### config.mk
export PLATFORM = sky130hd
export DESIGN_NAME = packet_resequencer_core
export DESIGN_NICKNAME = d
export VERILOG_FILES = /design/src/prs_pkg.sv /design/src/packet_resequencer_core.sv /design/src/prs_ctrl.sv /design/src/prs_dpath.sv
export SDC_FILE = /design/constraint.sdc
export NUM_CORES = 2
export LEC_CHECK = 0
export BUFFER_PORTS_ARGS = -buffer_cell sky130_fd_sc_hd__clkbuf_2
export CORE_MARGIN = 2
export CORE_UTILIZATION = 25
export CTS_BUF_LIST = sky130_fd_sc_hd__clkbuf_4 sky130_fd_sc_hd__clkbuf_8
export DETAILED_ROUTE_END_ITERATION = 16
export GPL_ROUTABILITY_DRIVEN = 0
export HOLD_SLACK_MARGIN = 0.06
export PLACE_DENSITY_LB_ADDON = 0.3
export RECOVER_POWER = 25
export SLEW_MARGIN = 20
export SYNTH_ARGS = -nofsm -noshare
export SYNTH_HDL_FRONTEND = slang
export SYNTH_SLANG_ARGS = --single-unit
### constraint.sdc
create_clock -name clk_i -period 3.8 [get_ports clk_i]
set_input_delay 0.76 -clock clk_i [delete_from_list [all_inputs] [get_ports clk_i]]
set_output_delay 0.76 -clock clk_i [all_outputs]
set_load 0.02 [all_outputs]
### src/prs_pkg.sv
// ----------------------------------------------------------------------------
// prs_pkg: shared types and constants of the packet resequencer
// Holds the field widths, the slot entry layout, the controller states and
// the command and status groups between the controller and the datapath.
// ----------------------------------------------------------------------------
package prs_pkg;

  // Default number of slots in the receive window.
  localparam int unsigned WINDOW_DEF = 32;

  // Largest payload length that is accepted; longer packets are malformed.
  localparam logic [15:0] MAX_PAYLOAD = 16'd1024;

  // Field widths.
  localparam int unsigned SEQ_W   = 32;
  localparam int unsigned TAG_W   = 16;
  localparam int unsigned LEN_W   = 11;
  localparam int unsigned FIELD_W = SEQ_W + TAG_W + LEN_W;
  localparam int unsigned TDATA_W = ((FIELD_W + 7) / 8) * 8;
  localparam int unsigned PAD_W   = TDATA_W - FIELD_W;

  // Result kinds.
  localparam logic KIND_ACK     = 1'b0;
  localparam logic KIND_DELIVER = 1'b1;

  // One window slot.
  typedef struct packed {
    logic             valid;
    logic [TAG_W-1:0] tag;
    logic [LEN_W-1:0] len;
  } entry_t;

  // Controller states.
  typedef enum logic [2:0] {
    ST_CLEAR,
    ST_IDLE,
    ST_CHECK,
    ST_STORE,
    ST_HEAD_RD,
    ST_WALK,
    ST_NEXT
  } state_e;

  // Commands from the controller to the datapath.
  typedef struct packed {
    logic in_load;   // capture the accepted input word
    logic clr_en;    // clear one slot of the window memory
    logic ack_load;  // load an ack into the output register
    logic rd_slot;   // read the slot that the packet maps to
    logic st_en;     // store the packet if its slot is empty
    logic adv;       // take the head slot, free it and step the head
    logic dlv_load;  // load the held delivery into the output register
  } cmd_t;

  // Status from the datapath to the controller.
  typedef struct packed {
    logic clr_done;  // the clearing pass is at its last slot
    logic drop;      // packet is dropped without any result
    logic in_win;    // packet lies inside the receive window
    logic d_zero;    // packet carries the expected sequence number
    logic out_free;  // output register can take a word this cycle
    logic rd_valid;  // slot read last cycle holds a packet
  } sts_t;

endpackage

### src/packet_resequencer_core.sv
// ----------------------------------------------------------------------------
// packet_resequencer_core: receive side of a selective-repeat transport
// Acks good packets, holds them in a window of slots and delivers them in
// sequence order.
// ----------------------------------------------------------------------------
// After reset the block clears its WINDOW slots, one per cycle, and takes no
// word until that pass is done. A packet with a bad CRC or an oversize length,
// or one more than WINDOW-1 ahead of the expected number, is dropped with no
// result. Any other packet gives an ack first, once the output register is
// free; an old packet is done after that, a packet inside the window is
// stored, and a packet carrying the expected number then starts an in-order
// walk that delivers each held slot in turn. The walk reads one slot per
// cycle through the registered read port of the slot memory, while the output
// register can take a word. A finished word waits in an output register, so
// the next packet can be taken while it is still pending.
// ----------------------------------------------------------------------------
module packet_resequencer_core #(
  parameter int unsigned WINDOW = prs_pkg::WINDOW_DEF
) (
  input  logic                        clk_i,
  input  logic                        rst_ni,
  // Input packet words.
  input  logic                        s_axis_tvalid_i,
  output logic                        s_axis_tready_o,
  input  logic [prs_pkg::TDATA_W-1:0] s_axis_tdata_i,  // seq, payload_tag, payload_len
  input  logic                        s_axis_tuser_i,  // crc_ok
  // Result words.
  output logic                        m_axis_tvalid_o,
  input  logic                        m_axis_tready_i,
  output logic [prs_pkg::TDATA_W-1:0] m_axis_tdata_o,  // out_seq, out_tag, out_len
  output logic                        m_axis_tuser_o,  // kind
  output logic                        m_axis_tlast_o   // last
);

  prs_pkg::cmd_t cmd;
  prs_pkg::sts_t sts;

  // Sequencing of each packet.
  prs_ctrl u_ctrl (
    .clk_i     (clk_i),
    .rst_ni    (rst_ni),
    .s_valid_i (s_axis_tvalid_i),
    .s_ready_o (s_axis_tready_o),
    .sts_i     (sts),
    .cmd_o     (cmd)
  );

  // Window storage and result formatting.
  prs_dpath #(
    .WINDOW (WINDOW)
  ) u_dpath (
    .clk_i      (clk_i),
    .rst_ni     (rst_ni),
    .s_tdata_i  (s_axis_tdata_i),
    .s_tuser_i  (s_axis_tuser_i),
    .m_tvalid_o (m_axis_tvalid_o),
    .m_tready_i (m_axis_tready_i),
    .m_tdata_o  (m_axis_tdata_o),
    .m_tuser_o  (m_axis_tuser_o),
    .m_tlast_o  (m_axis_tlast_o),
    .cmd_i      (cmd),
    .sts_o      (sts)
  );

endmodule

### src/prs_ctrl.sv
// ----------------------------------------------------------------------------
// prs_ctrl: controller of the packet resequencer
// Sequences the clearing pass, the classification and storing of a packet,
// and the in-order walk over the window slots.
// ----------------------------------------------------------------------------
module prs_ctrl (
  input  logic          clk_i,
  input  logic          rst_ni,
  input  logic          s_valid_i,
  output logic          s_ready_o,
  input  prs_pkg::sts_t sts_i,
  output prs_pkg::cmd_t cmd_o
);

  prs_pkg::state_e state_q, state_d;

  // State register.
  always_ff @(posedge clk_i or negedge rst_ni) begin
    if (!rst_ni) begin
      state_q <= prs_pkg::ST_CLEAR;
    end else begin
      state_q <= state_d;
    end
  end

  // Next-state logic.
  always_comb begin
    state_d = state_q;
    unique case (state_q)
      prs_pkg::ST_CLEAR: begin
        if (sts_i.clr_done) state_d = prs_pkg::ST_IDLE;
      end
      prs_pkg::ST_IDLE: begin
        if (s_valid_i) state_d = prs_pkg::ST_CHECK;
      end
      prs_pkg::ST_CHECK: begin
        if (sts_i.drop) begin
          state_d = prs_pkg::ST_IDLE;
        end else if (sts_i.out_free) begin
          state_d = sts_i.in_win ? prs_pkg::ST_STORE : prs_pkg::ST_IDLE;
        end
      end
      prs_pkg::ST_STORE: begin
        state_d = sts_i.d_zero ? prs_pkg::ST_HEAD_RD : prs_pkg::ST_IDLE;
      end
      prs_pkg::ST_HEAD_RD: begin
        state_d = prs_pkg::ST_WALK;
      end
      prs_pkg::ST_WALK: begin
        state_d = prs_pkg::ST_NEXT;
      end
      prs_pkg::ST_NEXT: begin
        if (sts_i.out_free && !sts_i.rd_valid) state_d = prs_pkg::ST_IDLE;
      end
      default: state_d = prs_pkg::ST_CLEAR;
    endcase
  end

  // Output logic.
  always_comb begin
    cmd_o     = '0;
    s_ready_o = 1'b0;
    unique case (state_q)
      prs_pkg::ST_CLEAR: begin
        cmd_o.clr_en = 1'b1;
      end
      prs_pkg::ST_IDLE: begin
        s_ready_o     = 1'b1;
        cmd_o.in_load = s_valid_i;
      end
      prs_pkg::ST_CHECK: begin
        if (!sts_i.drop && sts_i.out_free) begin
          cmd_o.ack_load = 1'b1;
          cmd_o.rd_slot  = 1'b1;
        end
      end
      prs_pkg::ST_STORE: begin
        cmd_o.st_en = 1'b1;
      end
      prs_pkg::ST_HEAD_RD: begin
        cmd_o = '0;
      end
      prs_pkg::ST_WALK: begin
        cmd_o.adv = 1'b1;
      end
      prs_pkg::ST_NEXT: begin
        if (sts_i.out_free) begin
          cmd_o.dlv_load = 1'b1;
          cmd_o.adv      = sts_i.rd_valid;
        end
      end
      default: cmd_o = '0;
    endcase
  end

endmodule

### src/prs_dpath.sv
// ----------------------------------------------------------------------------
// prs_dpath: datapath of the packet resequencer
// Holds the input word, the expected sequence number, the window head, the
// slot memory, the delivery being walked and the output register.
// ----------------------------------------------------------------------------
module prs_dpath #(
  parameter int unsigned WINDOW = prs_pkg::WINDOW_DEF
) (
  input  logic                        clk_i,
  input  logic                        rst_ni,
  input  logic [prs_pkg::TDATA_W-1:0] s_tdata_i,
  input  logic                        s_tuser_i,
  output logic                        m_tvalid_o,
  input  logic                        m_tready_i,
  output logic [prs_pkg::TDATA_W-1:0] m_tdata_o,
  output logic                        m_tuser_o,
  output logic                        m_tlast_o,
  input  prs_pkg::cmd_t               cmd_i,
  output prs_pkg::sts_t               sts_o
);

  localparam int unsigned IW = $clog2(WINDOW);
  localparam int unsigned SW = prs_pkg::SEQ_W;
  localparam int unsigned TW = prs_pkg::TAG_W;
  localparam int unsigned LW = prs_pkg::LEN_W;

  // Captured input word.
  logic [SW-1:0] seq_q;
  logic [TW-1:0] tag_q;
  logic [LW-1:0] len_q;
  logic          ok_q;
  logic [SW-1:0] dist_q;

  // Window state.
  logic [SW-1:0] exp_q;
  logic [IW-1:0] head_q;
  logic [IW-1:0] clr_q;

  // Delivery held until the next slot has been looked at.
  prs_pkg::entry_t cur_q;
  logic [SW-1:0]   cur_seq_q;

  // Slot memory and its read and write ports.
  prs_pkg::entry_t slot_mem_q [WINDOW];
  prs_pkg::entry_t rdata_q;
  prs_pkg::entry_t wdata;
  logic [IW-1:0]   waddr;
  logic [IW-1:0]   raddr;
  logic            we;

  // Output register.
  logic          out_valid_q;
  logic          out_kind_q;
  logic [SW-1:0] out_seq_q;
  logic [TW-1:0] out_tag_q;
  logic [LW-1:0] out_len_q;
  logic          out_last_q;

  // Packet classification and slot arithmetic.
  logic          in_win;
  logic          old_pkt;
  logic          bad_pkt;
  logic          d_zero;
  logic          ack_last;
  logic          out_free;
  logic [IW:0]   slot_sum;
  logic [IW-1:0] slot;
  logic [IW-1:0] head_inc;

  always_comb begin
    in_win   = dist_q < SW'(WINDOW);
    old_pkt  = dist_q[SW-1];
    bad_pkt  = !ok_q || (16'(len_q) > prs_pkg::MAX_PAYLOAD);
    d_zero   = dist_q == '0;
    ack_last = !(in_win && d_zero);
    out_free = !out_valid_q || m_tready_i;
    slot_sum = {1'b0, head_q} + {1'b0, dist_q[IW-1:0]};
    if (slot_sum >= (IW+1)'(WINDOW)) begin
      slot = IW'(slot_sum - (IW+1)'(WINDOW));
    end else begin
      slot = slot_sum[IW-1:0];
    end
    if (head_q == IW'(WINDOW - 1)) begin
      head_inc = '0;
    end else begin
      head_inc = head_q + IW'(1);
    end
  end

  // Status to the controller.
  always_comb begin
    sts_o.clr_done = clr_q == IW'(WINDOW - 1);
    sts_o.drop     = bad_pkt || (!in_win && !old_pkt);
    sts_o.in_win   = in_win;
    sts_o.d_zero   = d_zero;
    sts_o.out_free = out_free;
    sts_o.rd_valid = rdata_q.valid;
  end

  // Input word capture; the distance is taken against the expected number.
  always_ff @(posedge clk_i) begin
    if (cmd_i.in_load) begin
      seq_q  <= s_tdata_i[SW-1:0];
      tag_q  <= s_tdata_i[SW+TW-1:SW];
      len_q  <= s_tdata_i[SW+TW+LW-1:SW+TW];
      ok_q   <= s_tuser_i;
      dist_q <= s_tdata_i[SW-1:0] - exp_q;
    end
  end

  // Expected sequence number, head index and clearing counter.
  always_ff @(posedge clk_i or negedge rst_ni) begin
    if (!rst_ni) begin
      exp_q  <= SW'(1);
      head_q <= '0;
      clr_q  <= '0;
    end else begin
      if (cmd_i.adv) begin
        exp_q  <= exp_q + SW'(1);
        head_q <= head_inc;
      end
      if (cmd_i.clr_en) begin
        clr_q <= clr_q + IW'(1);
      end
    end
  end

  // The held delivery takes the head slot as the head moves on.
  always_ff @(posedge clk_i) begin
    if (cmd_i.adv) begin
      cur_q     <= rdata_q;
      cur_seq_q <= exp_q;
    end
  end

  // Memory port selection; a held slot keeps its first contents.
  always_comb begin
    wdata = '0;
    if (cmd_i.clr_en) begin
      waddr = clr_q;
    end else if (cmd_i.st_en) begin
      waddr = slot;
      wdata = '{valid: 1'b1, tag: tag_q, len: len_q};
    end else begin
      waddr = head_q;
    end
    we = cmd_i.clr_en || (cmd_i.st_en && !rdata_q.valid) || cmd_i.adv;
    if (cmd_i.rd_slot) begin
      raddr = slot;
    end else if (cmd_i.adv) begin
      raddr = head_inc;
    end else begin
      raddr = head_q;
    end
  end

  // Slot memory with registered read data.
  always_ff @(posedge clk_i) begin
    if (we) begin
      slot_mem_q[waddr] <= wdata;
    end
    rdata_q <= slot_mem_q[raddr];
  end

  // Output register: valid flag.
  always_ff @(posedge clk_i or negedge rst_ni) begin
    if (!rst_ni) begin
      out_valid_q <= 1'b0;
    end else if (cmd_i.ack_load || cmd_i.dlv_load) begin
      out_valid_q <= 1'b1;
    end else if (m_tready_i) begin
      out_valid_q <= 1'b0;
    end
  end

  // Output register: payload of an ack or a delivery.
  always_ff @(posedge clk_i) begin
    if (cmd_i.ack_load) begin
      out_kind_q <= prs_pkg::KIND_ACK;
      out_seq_q  <= seq_q;
      out_tag_q  <= '0;
      out_len_q  <= '0;
      out_last_q <= ack_last;
    end else if (cmd_i.dlv_load) begin
      out_kind_q <= prs_pkg::KIND_DELIVER;
      out_seq_q  <= cur_seq_q;
      out_tag_q  <= cur_q.tag;
      out_len_q  <= cur_q.len;
      out_last_q <= !rdata_q.valid;
    end
  end

  assign m_tvalid_o = out_valid_q;
  assign m_tdata_o  = {{prs_pkg::PAD_W{1'b0}}, out_len_q, out_tag_q, out_seq_q};
  assign m_tuser_o  = out_kind_q;
  assign m_tlast_o  = out_last_q;

endmodule

==> results by group <==
Timing
  – Final min period: 3794 ps
  – Final hold violation count: 0
  – Max Clk Rate: between 200 and 300 MHz
  – Setup violations, final: 0
  – Max-slew violations: 63
  – Skew final: between 40 and 50 ps
  – Worst hold margin: roughly 240 ps
  – Fin crit share: between 90 and 100%
  – Least-Margin Pin Slew: 2060 ps
  – Final worst slack: approximately 5.5 ps
  – RSZ-0062 raised after global routing: true
  – Worst rel slew slack: -37.36%
  – Final setup TNS: 0 ps

Drt
  – Initial DRT Pass Iterations: 5
  – Final ANT Viol Nets: 0
  – 1st-iter DRT viols: 2096
  – Routed length per instance: ~22 µm
  – Vias per Instance: ~4.5
  – Residual DRC: 0
  – Via Count: between 20000 and 30000
  – Total Wirelength: ~130000 µm

Yosys
  – #FFs+latches synth: between 1000 and 1500
  – Yosys top cell area share: between 60% and 70%
  – Synth top area cells: edfxtp_1, mux2i_1, nand2_1
  – Mapped Cells: around 3000
  – Netlist Area Pre-Place: roughly 47000 µm²
  – Synth Area in Adders: around 1.1%
  – Largest family of logic cells by synthesized area: multiplexers
  – Synth cell count leaders: edfxtp_1, mux2i_1, nand2_1
  – Post-Synth Simple-Gate Area: roughly 7.3%
  – Synth Area in XOR/XNOR: between 1 and 1.5%
  – YS warnings: 0
  – Most used DFF post-synth: edfxtp_1
  – Mux cell area share after synthesis: between 10% and 20%
  – Netlist cell types: ~70
  – Compound-Gate Fraction of Synth Area: 4.126%
  – Most instantiated library cell after synthesis: edfxtp_1
  – EDFF count, synth: roughly 1100
  – Top cell type by total area after synthesis: edfxtp_1
  – Sequential area share after synthesis: 73.41%
  – Syn avg cell area: around 16 µm²
  – FFs w/ async S/R, synth: between 3 and 4%

Placement
  – Pre-CTS setup slack: -247.7 ps
  – # port buffers: 126
  – Dpl cell area: approximately 53000 µm²
  – DP HPWL: 82390 µm

Worst hold path
  – Worst hold path type: input pin to flip-flop
  – Hold path startpoint: s_axis_tdata_i[27]

Setup path
  – CP Launch Point: u_ctrl.state_q[0]
  – Critical-path top delay cell: nand2_1
  – Crit. End Element: flip-flop
  – Worst Path Arrival: about 4400 ps
  – CP startpoint kind: flip-flop
  – R2r endpoint: u_dpath.slot_mem_q[9][21]
  – Worst setup endpoint: u_dpath.slot_mem_q[9][21]
  – Req. time, crit path: ~4400 ps
  – R2r worst-path depth: 8
  – Kind of critical path: flip-flop to flip-flop
  – Worst-path maximum fanout: 24
  – Critical Path Max Stage Delay: between 500 and 600 ps
  – R2R Setup Slk: 6 ps
  – Most used cell, CP: buf_4
  – Reg2reg start: u_ctrl.state_q[0]
  – Cells along the critical path: buf_4 -> and2_1 -> mux2i_1 -> o21ai_0 -> a21boi_0 -> nand2_1 -> nor2_4 -> buf_4

Floorplan
  – Die area: between 150000 and 200000 µm²
  – Initial Util: about 25%
  – Die height: 438.9 µm
  – Area of the core: between 150000 and 200000 µm²
  – Io pins: around 140
  – Die width: 438.9 µm
  – Site Rows: 159

Clocking
  – Max Buffers Root-to-Sink: 3
  – Clock root buffer: clkbuf_8
  – Htree depth: 4
  – Worst skew pair latency: around 900 ps
  – TritonCTS buffer count: 189
  – Worst-path clk slew: around 60 ps
  – CTS tree: done
  – Sink Count: between 1000 and 1500

Finish
  – Layout Nets: 3630
  – Multi-input gate area: between 10000 and 15000 µm²
  – Share of layout cells above drive strength 1: 21.03%
  – # fillers: 18738
  – Final instance area: 57800 µm²
  – Sequential cell area: 34700 µm²
  – Area grow syn2layout: 22.25%

Global route
  – First-pass GRT wire length: roughly 190000 µm
  – M1 GR Usage: between 10% and 20%
  – Total GRT Usage: a little over an eighth
  – Antenna violations before repair: 6
  – Vias in the first global route: about 27000
  – Largest net degree at the start of global routing: 53
  – Congestion Overflow GR: 0
  – Met2 Use GR: 21.92%
  – Met3 Use GR: under 10%
  – Most Crowded Layer GR: met2

Power
  – Peak supply drop: 0.0003494 V
  – Pwr dens: 545.9 nW/µm²
  – Leak: 21.29 nW
  – Total Power: 31.55 mW

Job
  – Max cap viols: 2

Run status
  – Status: complete, but fails checks
  – Failing checks: capacitance limit, slew limit
[layout make-up]
class / count / share of cell area [%]
Antenna cell: 2 / 0.008659
Clock buffer: 266 / 5.577
Clock inverter: 77 / 0.8161
Inverter: 49 / 0.3204
Multi-Input combinational cell: 1643 / 20.66
Sequential cell: 1182 / 60.05
Tap cell: 2495 / 5.401
Timing Repair Buffer: 454 / 7.170
[how the worst min path moves through the flow]
| stage | to | slack, ps | depth (start not counted) |
|---|---|---|---|
| global placement | u_dpath.cur_q[0] | 390 | 0 |
| global route | u_dpath.seq_q[27] | 170 | 1 |
| finish | u_dpath.seq_q[27] | 240 | 1 |
| CTS | u_dpath.seq_q[27] | 60 | 1 |
| floorplan | u_dpath.cur_q[0] | 390 | 0 |
| detailed placement | u_dpath.cur_q[2] | 390 | 0 |
[stage by stage]
step                cells  util, %
floorplan            3028        -
global placement     5755    28.44
detailed placement   5756    28.44
CTS                  6162    30.76
global route         6167    30.77
finish               6168    30.78
[kinds of logic (layout without fill, tap and decap cells)]
logic type,after synthesis,after routing
buffers and inverters,203,846
xor gates and xnor gates,67,67
other,1,7
muxes,494,494
DFF,1182,1182
and+or+nand+nor,774,774
adders and majority gates,42,42
AOI/OAI and AO/OA,261,261
[routing by layer]
metal | part of all wire [%] | up-vias | wire, µm
li1 | - | 12548 | -
met1 | 44 | 13977 | 58980
met2 | 48 | 736 | 63610
met3 | 4.8 | 211 | 6320
met4 | 2.8 | 0 | 3769
met5 | 0 | - | 0
[cell usage in the layout, fill, tap and decap left out, types with 32 or more instances in the layout]
| cell type | Yosys | final |
|---|---|---|
| nand2_1 | 443 | 441 |
| dfxtp_1 | 56 | 56 |
| nand4_1 | 36 | 36 |
| nor2_4 | 0 | 32 |
| a32oi_1 | 113 | 112 |
| clkbuf_2 | 0 | 91 |
| dlygate4sd3_1 | 0 | 60 |
| clkinv_1 | 0 | 40 |
| clkbuf_4 | 1 | 70 |
| buf_12 | 0 | 70 |
| nand3_1 | 136 | 135 |
| ha_1 | 40 | 40 |
| dfrtp_1 | 45 | 45 |
| edfxtp_1 | 1080 | 1080 |
| clkbuf_8 | 0 | 196 |
| mux2_2 | 37 | 35 |
| clkbuf_1 | 46 | 39 |
| inv_1 | 48 | 48 |
| xnor2_1 | 52 | 52 |
| a21oi_1 | 62 | 60 |
| mux2i_1 | 454 | 453 |
| buf_4 | 24 | 186 |
[critical path: cells and delay by family, from the launching register on]
kind	cells	cell delay [ps]
simple gates	3	1410
flops	1	520
compound gates	2	600
buf+inv	2	760
mux	1	150
[power by group]
part / switching [mW] / leakage [nW] / internal (mW)
logic: 3.10 / 8.32 / 1.23
clock network: 5.06 / 1.96 / 5.63
registers: 0.357 / 11.0 / 16.2
[timing repair]
action                                  CTS  global route
endpoints found under the hold margin    90             0
hold buffers                             60             0
endpoints found under the setup margin    3           495
setup buffers                             3             2
pin swaps                                 1             2
gates resized for setup                   5             7
gates cloned                              0             1
[state kept, by name, indices dropped and copies added (netlist names)]
name	cells
u_dpath.ok_q	1
u_dpath.clr_q	5
u_dpath.sts_o	1
u_dpath.rdata_q	27
u_dpath.m_tvalid_o	1
u_dpath.seq_q	32
u_dpath.head_q	5
u_dpath.exp_q	32
u_dpath.m_tlast_o	1
u_dpath.tag_q	16
u_dpath.out_tag_q	16
u_dpath.out_len_q	11
u_dpath.out_seq_q	32
u_dpath.cur_q	27
u_dpath.len_q	11
u_dpath.cur_seq_q	32
u_ctrl.state_q	3
u_dpath.slot_mem_q	896
u_dpath.dist_q	32
u_dpath.m_tuser_o	1
(Power assumes the default switching activity.)
